--- config.mk ---
export PLATFORM = sky130hd
export DESIGN_NAME = dbi_front
export DESIGN_NICKNAME = d
export VERILOG_FILES = /design/src/hw/rtl/dbi_pkg.sv /design/src/hw/rtl/dbi_front.sv
export SDC_FILE = /design/constraint.sdc
export NUM_CORES = 2
export LEC_CHECK = 0
export BUFFER_PORTS_ARGS = -buffer_cell sky130_fd_sc_hd__buf_2
export CAP_MARGIN = 20
export CELL_PAD_IN_SITES_DETAIL_PLACEMENT = 1
export CELL_PAD_IN_SITES_GLOBAL_PLACEMENT = 2
export CORE_MARGIN = 1.5
export CORE_UTILIZATION = 43
export DETAILED_ROUTE_END_ITERATION = 12
export MAX_ROUTING_LAYER = met4
export PLACE_DENSITY_LB_ADDON = 0.1
export SYNTH_ARGS = -nofsm -noshare
export SYNTH_HDL_FRONTEND = slang
export SYNTH_SLANG_ARGS = --single-unit
export TNS_END_PERCENT = 100
--- constraint.sdc ---
create_clock -name clk -period 9.89 [get_ports clk]
set_clock_uncertainty 0.2 [all_clocks]
set_input_delay 0.989 -clock clk [delete_from_list [all_inputs] [get_ports clk]]
set_output_delay 0.989 -clock clk [all_outputs]
set_load 0.02 [all_outputs]
--- src/hw/rtl/dbi_pkg.sv ---
// dbi_pkg: shared types and constants of the director interpolator
// no dependencies

package dbi_pkg;

  // magnitudes are scaled down until all stay below 2^MAG_LIMIT_BIT
  localparam int MAG_LIMIT_BIT = 30;
  localparam int MAG_BITS      = 30;
  localparam int NSQ_BITS      = 64;
  localparam int NORM_BITS     = 32;

  // back end sequencer, one-hot
  typedef enum logic [6:0] {
    ST_IDLE  = 7'b0000001,
    ST_SHIFT = 7'b0000010,
    ST_SQ    = 7'b0000100,
    ST_SQRT  = 7'b0001000,
    ST_DLOAD = 7'b0010000,
    ST_DIV   = 7'b0100000,
    ST_FIN   = 7'b1000000
  } back_state_t;

  // job handoff control from front end queue to back end
  typedef struct packed {
    logic valid;
  } job_ctl_t;

endpackage

--- src/hw/rtl/dbi_front.sv ---
// dbi_front: corner intake, sign alignment, weighting, accumulation, job queue
// depends on dbi_pkg

module dbi_front #(
  parameter int CB = 16
) (
  input  logic                      clk,
  input  logic                      rst,
  input  logic                      in_valid,
  output logic                      in_stall,
  input  logic signed [CB-1:0]      dir_x,
  input  logic signed [CB-1:0]      dir_y,
  input  logic signed [CB-1:0]      dir_z,
  input  logic signed [CB-1:0]      corner_weight,
  input  logic                      point_found,
  input  logic                      last_corner,
  input  logic                      job_take,
  output dbi_pkg::job_ctl_t         job_ctl_o,
  output logic [3*((2*CB+2 > 64) ? 64 : 2*CB+2):0] job_data
);

  localparam int ACC = (2*CB+2 > 64) ? 64 : 2*CB+2;
  localparam int PW  = 2*CB+1;
  localparam int EW  = PW + ACC;
  localparam int JW  = 3*ACC + 1;

  // product stage
  logic                 p_valid;
  logic signed [PW-1:0] p_x, p_y, p_z;
  logic                 p_found, p_last;

  // accumulators
  logic [ACC-1:0] sx, sy, sz;
  logic           missing;

  // two entry job queue
  logic [JW-1:0] q_mem [2];
  logic          wr_ptr, rd_ptr;
  logic [1:0]    q_count;
  logic          q_full, q_push, q_pop;

  logic                 advance;
  logic                 accept;
  logic                 neg;
  logic signed [CB:0]   ax, ay, az, aw;
  logic signed [EW-1:0] ex, ey, ez;
  logic [ACC-1:0]       sx_next, sy_next, sz_next;
  logic                 missing_next;

  assign q_full   = (q_count == 2'd2);
  assign advance  = !(p_valid && p_last && q_full);
  assign in_stall = !advance;
  assign accept   = in_valid && advance;
  assign q_push   = p_valid && p_last && !q_full;
  assign q_pop    = job_take && (q_count != 2'd0);

  // align director with +y and widen for the negation of the most negative code
  always_comb begin
    neg = dir_y[CB-1];
    ax  = neg ? -(CB+1)'(dir_x) : (CB+1)'(dir_x);
    ay  = neg ? -(CB+1)'(dir_y) : (CB+1)'(dir_y);
    az  = neg ? -(CB+1)'(dir_z) : (CB+1)'(dir_z);
    aw  = (CB+1)'(corner_weight);
  end

  always_ff @(posedge clk) begin
    if (rst) begin
      p_valid <= 1'b0;
    end else if (advance) begin
      p_valid <= in_valid;
    end
    if (accept) begin
      p_x     <= PW'(ax * aw);
      p_y     <= PW'(ay * aw);
      p_z     <= PW'(az * aw);
      p_found <= point_found;
      p_last  <= last_corner;
    end
  end

  // accumulate, wrapping in ACC bits
  always_comb begin
    ex           = EW'(p_x);
    ey           = EW'(p_y);
    ez           = EW'(p_z);
    sx_next      = sx + ex[ACC-1:0];
    sy_next      = sy + ey[ACC-1:0];
    sz_next      = sz + ez[ACC-1:0];
    missing_next = missing || !p_found;
  end

  always_ff @(posedge clk) begin
    if (rst) begin
      sx      <= '0;
      sy      <= '0;
      sz      <= '0;
      missing <= 1'b0;
    end else if (p_valid && advance) begin
      if (p_last) begin
        sx      <= '0;
        sy      <= '0;
        sz      <= '0;
        missing <= 1'b0;
      end else begin
        sx      <= sx_next;
        sy      <= sy_next;
        sz      <= sz_next;
        missing <= missing_next;
      end
    end
  end

  // job queue
  always_ff @(posedge clk) begin
    if (q_push) begin
      q_mem[wr_ptr] <= {missing_next, sz_next, sy_next, sx_next};
    end
  end

  always_ff @(posedge clk) begin
    if (rst) begin
      wr_ptr  <= 1'b0;
      rd_ptr  <= 1'b0;
      q_count <= 2'd0;
    end else begin
      if (q_push) wr_ptr <= !wr_ptr;
      if (q_pop)  rd_ptr <= !rd_ptr;
      q_count <= q_count + 2'(q_push) - 2'(q_pop);
    end
  end

  assign job_ctl_o.valid = (q_count != 2'd0);
  assign job_data        = q_mem[rd_ptr];

endmodule

==> reports/qor.yml <==
finalSetupTns_ps: 0
dp_hpwl_mm: 110
post-route-min-period_ps: 9040
num_rows: 126
setup.worst_path.end: "p_x[31]"
portBuffers: 174
path_class: "primary input to flip-flop"
ant_nets: 0
final_cells: 6826
grt_pass1_wl_mm: 222
drive_gt1_frac: 0.0927
wirelength_mm: 137
cp_slowest_stage_delay_ps: 780
cts_buffers: 47
run_status: "complete, no violations"
synth-seq-area-share: 0.224
overflow: 0
core_area_sq_um: 118000
hold_violations: 0
crit_cells: 28
cp_slowest_cell: "a2111oi_0"
cts_tree: "yes"
clk_latency_ps: 630
reg2regPathDepth: 10
hold_class: "flip-flop to flip-flop"
max_cap_violations: 0
drtIter0Drc: 1784
cp-end-kind: "flip-flop"
dp_cells: 6733
drv_slew: 0
ys_top_cells_by_count: "inv_1, fa_1, nand2_1"
fmax_mhz: 111
cp_data_required_time_ps: 10010
htree_num_levels: 2
r2r_start: "p_z[25]"
holdBufCountCts: 0
synth_seq_cells: 416
synth.avg_cell_area_sq_um: 10.0
syn_area_sq_um: 50900
initial_utilization: 0.433
holdWs_ps: 261
yosys.area.top_type: "fa_1"
pin_count: 175
dr.pass1.iters: 7
dieHeight_um: 347
antenna_found_initial: 10
final_nets: 6504
r2r_slack_ps: 5620
critical_path.max_fanout: 16
crit_path_start_kind: "primary input"
grt_start_max_net_pins: 66
cts_buffer_depth: 3
grt.total_usage: 0.242
crit_arrival_ps: 9160
synth_top_area_share: 0.327
synth_edf_count: 307
root_buffer: "clkbuf_16"
fin_crit_sh: 0.914
r2r-end: "sz[33]"
worstMarginPinSlew_ps: 1150
syn2layout_area_growth_pct: 9.19
cts_resized: 0
cts_setup_buffers: 0
async_flop_share: 0
clock_sinks: 416
synth_top_flop_cell: "edfxtp_1"
die_x_um: 347
netlist_instances: 5091
worst_slew_margin_rel: 0.228
dieArea_sq_um: 121000
path_delay_family: "adder cells"
path_common_cell: "fa_1"
startpoint: "dir_x[4]"
drt_drc_violations_left: 0
place_congestion: 0.848
vias: 35700
fin_util: 0.472
finalSetupViolCount: 0
routedWlPerCell_um: 20.1
viasPerCell: 5.23
grt_pass1_vias: 39200
rsz0062_at_grt: "no"
ys_warn_count: 0
yosysMostFrequentCell: "inv_1"
clkTransAtPathRegs_ps: 60
crit_buf_inv: 5
synth_cell_types: 72
synthTopCellsByArea: "fa_1, edfxtp_1, ha_1"
-- per-layer routing --
metal  wire length [um]  vias to the layer above  track usage  part of all wire
met2              62200                      599        0.379              0.45
met5                  0                        -            -                 0
met3               5190                      134       0.0235             0.038
li1                   -                    16400            -                 -
met1              67300                    18600        0.345              0.49
met4               2750                        0       0.0483             0.020
-- logic make-up (layout without fill, tap and decap cells) --
family,after synthesis,after routing,share of synthesized area
multiplexers,107,107,0.0236
other,2,37,0.000147
buffers and inverters,1209,1373,0.0891
AO/OA/AOI/OAI,649,649,0.0853
AND/OR/NAND/NOR,1279,1279,0.122
adder cells (fa/ha/maj),1187,1187,0.414
flip-flops,416,416,0.224
XOR/XNOR,242,242,0.0419
-- through the flow --
stage | instance area [sq um] | setup slack, ps
after global placement | 53900 | 419
after detailed placement | 54000 | 251
after CTS | 55600 | 856
after global routing | 55600 | 266
after floorplan | 51100 | 1050
final | 55600 | 846
-- worst min path at each step --
stage / from / to / slack [ps] / cells after the start
3_3_place_gp: sy[0] / sy[0] / 240 / 2
2_1_floorplan: sz[25] / sz[25] / 230 / 2
6_report: sz[2] / sz[2] / 260 / 2
5_1_grt: sx[0] / sx[0] / 280 / 2
4_1_cts: sx[0] / sx[0] / 260 / 2
3_5_place_dp: sx[0] / sx[0] / 250 / 2
-- state kept, by name (all words and copies together), names as in the netlist, 2 cells and up, named ones only --
| signal | cells |
|---|---|
| sx | 34 |
| p_x | 33 |
| sy | 34 |
| q_count | 2 |
| p_y | 33 |
| p_z | 33 |
| sz | 34 |
| q_mem | 206 |
-- worst reg2reg max path, stage by stage (launching register included) --
cell and delay [ps]:
edfxtp_1 510, ha_1 470, nand4_1 260, nor4_1 150
a211oi_1 380, a21bo_2 270, nor3_1 590, o21ai_0 360
or4b_2 670, a31oi_1 180, o32a_1 180
-- layout by cell type (no fill, tap or decap), types with 10 or more instances in the layout --
master	instances
inv_1	1012
fa_1	831
nand2_1	492
and2_1	375
ha_1	356
edfxtp_1	307
nor2_1	192
xnor2_1	184
buf_2	174
a21oi_1	169
dfxtp_1	108
mux2_2	104
o21ai_0	95
buf_4	94
a21o_1	79
nand3_1	54
xor2_1	53
a22oi_1	52
clkbuf_16	48
conb_1	33
o21a_1	32
nor3_1	32
a22o_1	30
o21bai_1	29
a211oi_1	28
o31ai_1	23
nor2b_1	21
and3_1	20
nand2b_1	19
nor4_1	15
a31oi_1	14
o211ai_1	13
or2_2	10
a2111oi_0	10
or4_1	10
o41ai_1	10
-- area by class of cell --
class | instances | area [sq um]
Antenna cell | 4 | 10.0
Clock buffer | 58 | 1290
Clock inverter | 30 | 343
Fill cell | 13100 | 62100
Inverter | 1013 | 3800
Multi-Input combinational cell | 3497 | 35200
Sequential cell | 416 | 11400
Tap cell | 1536 | 1920
Timing Repair Buffer | 272 | 1650
Power is left out: the tool's default activity adds up to more than one toggle a clock period on the data nets, which glitch-free logic cannot reach.
