[src/hw/rtl/dbi_pkg.sv]
// dbi_pkg: shared types and constants of the director interpolator
// no dependencies

package dbi_pkg;

  // magnitudes are scaled down until all stay below 2^MAG_LIMIT_BIT
  localparam int MAG_LIMIT_BIT = 30;
  localparam int MAG_BITS      = 30;
  localparam int NSQ_BITS      = 64;
  localparam int NORM_BITS     = 32;

  // back end sequencer, one-hot
  typedef enum logic [6:0] {
    ST_IDLE  = 7'b0000001,
    ST_SHIFT = 7'b0000010,
    ST_SQ    = 7'b0000100,
    ST_SQRT  = 7'b0001000,
    ST_DLOAD = 7'b0010000,
    ST_DIV   = 7'b0100000,
    ST_FIN   = 7'b1000000
  } back_state_t;

  // job handoff control from front end queue to back end
  typedef struct packed {
    logic valid;
  } job_ctl_t;

endpackage

[src/hw/rtl/dbi_back.sv]
// dbi_back: normalization of one accumulated vector per job
// depends on dbi_pkg

module dbi_back #(
  parameter int CB = 16
) (
  input  logic                   clk,
  input  logic                   rst,
  input  dbi_pkg::job_ctl_t      job_ctl_i,
  input  logic [3*((2*CB+2 > 64) ? 64 : 2*CB+2):0] job_data,
  output logic                   job_take,
  output logic                   out_valid,
  input  logic                   out_stall,
  output logic signed [CB-1:0]   unit_x,
  output logic signed [CB-1:0]   unit_y,
  output logic signed [CB-1:0]   unit_z,
  output logic                   result_valid
);

  localparam int ACC = (2*CB+2 > 64) ? 64 : 2*CB+2;
  localparam int F   = CB - 2;
  localparam int NW  = dbi_pkg::MAG_BITS + 1 + F;
  localparam int CW  = $clog2(NW + 1);
  localparam int MB  = dbi_pkg::MAG_BITS;
  localparam int NB  = dbi_pkg::NORM_BITS;

  dbi_pkg::back_state_t state;

  logic [ACC-1:0] mx, my, mz;
  logic           sgx, sgy, sgz;
  logic           zero_res;
  logic [1:0]     idx;
  logic [dbi_pkg::NSQ_BITS-1:0] nacc, sn, sres, sbit;
  logic [NB-1:0]  norm;
  logic [NW-1:0]  num, quot;
  logic [NB-1:0]  rem;
  logic [CW-1:0]  cnt;
  logic signed [CB-1:0] rx, ry, rz;

  // job unpacking
  logic [ACC-1:0] jx, jy, jz;
  logic           jmiss;
  logic [ACC-1:0] amx, amy, amz;
  assign jx    = job_data[ACC-1:0];
  assign jy    = job_data[2*ACC-1:ACC];
  assign jz    = job_data[3*ACC-1:2*ACC];
  assign jmiss = job_data[3*ACC];
  assign amx   = jx[ACC-1] ? -jx : jx;
  assign amy   = jy[ACC-1] ? -jy : jy;
  assign amz   = jz[ACC-1] ? -jz : jz;

  assign job_take = (state == dbi_pkg::ST_IDLE) && job_ctl_i.valid;

  // shared datapath pieces
  logic                big;
  logic [ACC-1:0]      sel;
  logic [MB-1:0]       sel30;
  logic [2*MB-1:0]     sq;
  logic [dbi_pkg::NSQ_BITS-1:0] rb;
  logic [NB:0]         trial;
  logic                qbit;
  logic [NW-1:0]       quot_next;
  logic [CB-1:0]       qmag;
  logic                sgsel;
  logic signed [CB-1:0] qsigned;
  logic                out_free;

  always_comb begin
    big = ((mx >> dbi_pkg::MAG_LIMIT_BIT) != '0) || ((my >> dbi_pkg::MAG_LIMIT_BIT) != '0)
       || ((mz >> dbi_pkg::MAG_LIMIT_BIT) != '0);
    case (idx)
      2'd0:    begin sel = mx; sgsel = sgx; end
      2'd1:    begin sel = my; sgsel = sgy; end
      default: begin sel = mz; sgsel = sgz; end
    endcase
    sel30     = MB'(sel);
    sq        = sel30 * sel30;
    rb        = sres + sbit;
    trial     = {rem, num[NW-1]};
    qbit      = (trial >= {1'b0, norm});
    quot_next = {quot[NW-2:0], qbit};
    qmag      = CB'(quot_next);
    qsigned   = sgsel ? -qmag : qmag;
    out_free  = !out_valid || !out_stall;
  end

  // sequencer
  always_ff @(posedge clk) begin
    if (rst) begin
      state <= dbi_pkg::ST_IDLE;
    end else begin
      case (state)
        dbi_pkg::ST_IDLE: begin
          if (job_ctl_i.valid) begin
            mx       <= amx;
            my       <= amy;
            mz       <= amz;
            sgx      <= jx[ACC-1];
            sgy      <= jy[ACC-1];
            sgz      <= jz[ACC-1];
            zero_res <= jmiss || ((jx | jy | jz) == '0);
            rx       <= '0;
            ry       <= '0;
            rz       <= '0;
            if (jmiss || ((jx | jy | jz) == '0)) state <= dbi_pkg::ST_FIN;
            else                                 state <= dbi_pkg::ST_SHIFT;
          end
        end
        // scale down until all magnitudes sit below the limit
        dbi_pkg::ST_SHIFT: begin
          if (big) begin
            mx <= mx >> 1;
            my <= my >> 1;
            mz <= mz >> 1;
          end else begin
            idx   <= 2'd0;
            nacc  <= '0;
            state <= dbi_pkg::ST_SQ;
          end
        end
        // sum of squares, one component a cycle
        dbi_pkg::ST_SQ: begin
          nacc <= nacc + dbi_pkg::NSQ_BITS'(sq);
          if (idx == 2'd2) begin
            sn    <= nacc + dbi_pkg::NSQ_BITS'(sq);
            sres  <= '0;
            sbit  <= dbi_pkg::NSQ_BITS'(1) << 62;
            state <= dbi_pkg::ST_SQRT;
          end else begin
            idx <= idx + 2'd1;
          end
        end
        // integer square root, two radicand bits a cycle
        dbi_pkg::ST_SQRT: begin
          if (sn >= rb) begin
            sn   <= sn - rb;
            sres <= (sres >> 1) + sbit;
          end else begin
            sres <= sres >> 1;
          end
          sbit <= sbit >> 2;
          if ((sbit >> 2) == '0) begin
            norm  <= (sn >= rb) ? NB'((sres >> 1) + sbit) : NB'(sres >> 1);
            idx   <= 2'd0;
            state <= dbi_pkg::ST_DLOAD;
          end
        end
        // rounded numerator for the current component
        dbi_pkg::ST_DLOAD: begin
          num   <= (NW'(sel30) << F) + NW'(norm >> 1);
          quot  <= '0;
          rem   <= '0;
          cnt   <= CW'(NW);
          state <= dbi_pkg::ST_DIV;
        end
        // restoring division, one quotient bit a cycle
        dbi_pkg::ST_DIV: begin
          rem  <= qbit ? NB'(trial - {1'b0, norm}) : NB'(trial);
          num  <= num << 1;
          quot <= quot_next;
          cnt  <= cnt - CW'(1);
          if (cnt == CW'(1)) begin
            case (idx)
              2'd0:    rx <= qsigned;
              2'd1:    ry <= qsigned;
              default: rz <= qsigned;
            endcase
            if (idx == 2'd2) begin
              state <= dbi_pkg::ST_FIN;
            end else begin
              idx   <= idx + 2'd1;
              state <= dbi_pkg::ST_DLOAD;
            end
          end
        end
        dbi_pkg::ST_FIN: begin
          if (out_free) state <= dbi_pkg::ST_IDLE;
        end
        default: state <= dbi_pkg::ST_IDLE;
      endcase
    end
  end

  // output register
  always_ff @(posedge clk) begin
    if (rst) begin
      out_valid <= 1'b0;
    end else if ((state == dbi_pkg::ST_FIN) && out_free) begin
      out_valid <= 1'b1;
    end else if (!out_stall) begin
      out_valid <= 1'b0;
    end
    if ((state == dbi_pkg::ST_FIN) && out_free) begin
      unit_x       <= rx;
      unit_y       <= ry;
      unit_z       <= rz;
      result_valid <= !zero_res;
    end
  end

endmodule

[config.mk]
export PLATFORM = sky130hd
export DESIGN_NAME = dbi_back
export DESIGN_NICKNAME = d
export VERILOG_FILES = /design/src/hw/rtl/dbi_pkg.sv /design/src/hw/rtl/dbi_back.sv
export SDC_FILE = /design/constraint.sdc
export NUM_CORES = 2
export LEC_CHECK = 0
export ABC_AREA = 1
export BUFFER_PORTS_ARGS = -buffer_cell sky130_fd_sc_hd__clkbuf_2
export CAP_MARGIN = 20
export CORE_MARGIN = 5
export CORE_UTILIZATION = 38
export DETAILED_ROUTE_END_ITERATION = 6
export PLACE_DENSITY = 0.64
export SYNTH_ARGS = -nofsm -noshare
export SYNTH_HDL_FRONTEND = slang
export SYNTH_SLANG_ARGS = --single-unit
[constraint.sdc]
create_clock -name clk -period 11 [get_ports clk]
set_input_delay 0 -clock clk [delete_from_list [all_inputs] [get_ports clk]]
set_output_delay 0 -clock clk [all_outputs]
set_load 0.03 [all_outputs]
==> qor.txt <==
Area of the multi-input gates: 44,300 sq um
Post-place instance area: 73,000 sq um
Die H: 437 microns
Post-CTS Setup Inserts: 0
Vias in the first global route: 61,300
Number of flops mapped to enable cells by yosys: 559
Yosys reg bits: 567
Initial core utilization: 38.3%
Top-area cell type share of the netlist area: 24.2%
CP Launch Type: register
HPWL after detailed placement: 192 mm
Outcome: finished with violations
Setup_tns: 0 ns
CTS Hold Bufs: 124
Max Transition Viols Final: 0
Final Wtd Congestion: 1.02
Endpoints failing setup: 0
Fin Clk Skew: 0.0374 ns
H-tree Lvls: 3
Post-Synthesis Cells: 9,034
First-pass GRT wire length: 360 mm
Gr ovfl total: 0
Synth unique cells: 57
Fmax achieved: 100 MHz
WS Path Type: register to register
Clock-pin slew on the worst setup and hold paths: 0.06 ns
Proportion of layout cells with a drive suffix above 1: 4.68%
Failing checks: DRC
Global-route usage over all layers: 24.1%
Fillers: 18,200
Hold/Removal Path Class: primary input to register
Storage cell area: 16,900 sq um
Largest net degree at the start of global routing: 84
PortBufs: 157
Clock Path Buffers: 3
Clock sinks: 567
Final hold vios: 0
Fin crit share: 90.7%
Final Net Count: 10,600
Slowest cell on crit path: o21ai_4
Reg2Reg Depth: 30
Post-route antenna net violation count: 0
DRC violations left: 1
DRT iter0 DRCs: 5,640
Final period demand of the worst path: 9.98 ns
Unrepaired setup endpoints after global routing: no
Worst stage delay on the critical path: 0.77 ns
Via Count: 61,200
Core box area: 181,000 sq um
Hold path cells: 3
Yosys Warn Count: 0
DR WL/cell: 20.1 microns
Final instance area: 76,600 sq um
Slew @ Worst Pin: 1.18 ns
CTS root buf: clkbuf_16
CTS buffer count: 70
DR pass1 iterations: 7
Worst slew margin: 20.8%
Row count: 156
# resized after CTS: 0
Post-Syn Nets: 10,300
Die W: 437 microns
Syn avg cell area: 7.68 sq um
Post-synth top cells: nand2_1, inv_1, nor2_1, fa_1, edfxtp_1
Number of top-level pins: 158
Most used cell, CP: fa_1
Async S/R FF share, synth: 0%
Arr. time, crit path: 10.37 ns
Die Footprint: 191,000 sq um
Worst EP required: 11.40 ns
Synth area leader: edfxtp_1
Synth top area cells: edfxtp_1, fa_1, nand2_1
MaxCap Viol Count: 0
Antenna violations before repair: 5
Top-count cell post-synth: nand2_1
Worst setup EP type: register
Vias per inst: 5.24
Sequential cell area fraction in the yosys report: 24.4%
Clock Latency Late Sink: 0.68 ns
CTS tree: built
CP max FO: 26
Cell area after synthesis: 69,300 sq um
Routed Wire Length: 234 mm
Primary FF master, synth: edfxtp_1
Layout overhead on the synthesized area: 10.5%
[flip-flops by register name, summed over array words and instances (netlist names), 7 cells and up]
signal	flops
norm	32
state	7
sn	64
mz	34
quot	15
rz	16
rem	32
rx	16
my	34
num	45
unit_x	16
sres	64
sbit	32
nacc	64
ry	16
mx	34
unit_y	16
unit_z	16
[worst max-delay path: cells and delay by family, from the launching register on]
kind / cells / cell delay (ns)
compound gates: 2 / 0.88
buf+inv: 8 / 1.39
fa+ha+maj: 10 / 4.66
simple gates: 10 / 2.36
flops: 1 / 0.35
[final cells by class]
cell class              instances  area share, %
multi-input cells            6298           57.9
flip-flops and latches        567           22.1
well taps                    2370           3.87
repair buffers                355           3.39
diodes                          1        0.00327
clock inverters                45          0.714
clock buffers                  80           2.40
inverters                    1964           9.63
[worst paths after layout]
kind,startpoint,endpoint,slack [ns]
hold / removal,job_data[29],mx[29],0.07
hold reg to reg,rx[13],unit_x[13],0.42
setup / recovery,idx[1],sn[35],1.02
setup reg to reg,idx[1],sn[35],1.02
[kinds of logic (layout without fill, tap and decap cells)]
kind of cell	after synthesis	in the layout	share of synthesized area, %
flops	567	567	24.4
compound gates	1186	1186	9.21
buf+inv	2169	2444	11.9
xor+xnor	244	244	3.08
fa+ha+maj	1201	1201	29.8
simple gates	3667	3667	21.6
other cells	0	1	0
[metrics by stage]
stage	hold WS [ns]	utilization [%]	setup slack, ns	std cells
after global routing	0.0830	42.3	0.658	11700
after CTS	0.000514	42.3	1.11	11700
after global placement	0.353	40.3	1.09	11400
after detailed placement	0.367	40.3	1.14	11400
final	0.0659	42.3	1.02	11700
after floorplan	0.0989	-	1.91	9034
[routing by layer]
metal  part of all wire, %  global-route usage [%]
met5                0.0055                       0
met4                   4.1                    8.71
met3                   7.7                    3.91
met2                    46                    39.9
met1                    42                    32.0
[cells in the final DEF (no fill, tap or decap), types with 113 or more instances in the layout]
cell / synthesis / routed
a21oi_1: 473 / 468
clkbuf_2: 0 / 157
dlygate4sd3_1: 0 / 124
edfxtp_1: 559 / 559
fa_1: 752 / 752
ha_1: 449 / 449
inv_1: 1956 / 1954
nand2_1: 2116 / 2114
nand3_1: 364 / 364
nand4_1: 113 / 113
nor2_1: 868 / 865
o21ai_0: 527 / 526
xor2_1: 141 / 141
Power is not shown: default switching activity piles up to over one toggle a cycle in this logic, so the estimate is an artifact.
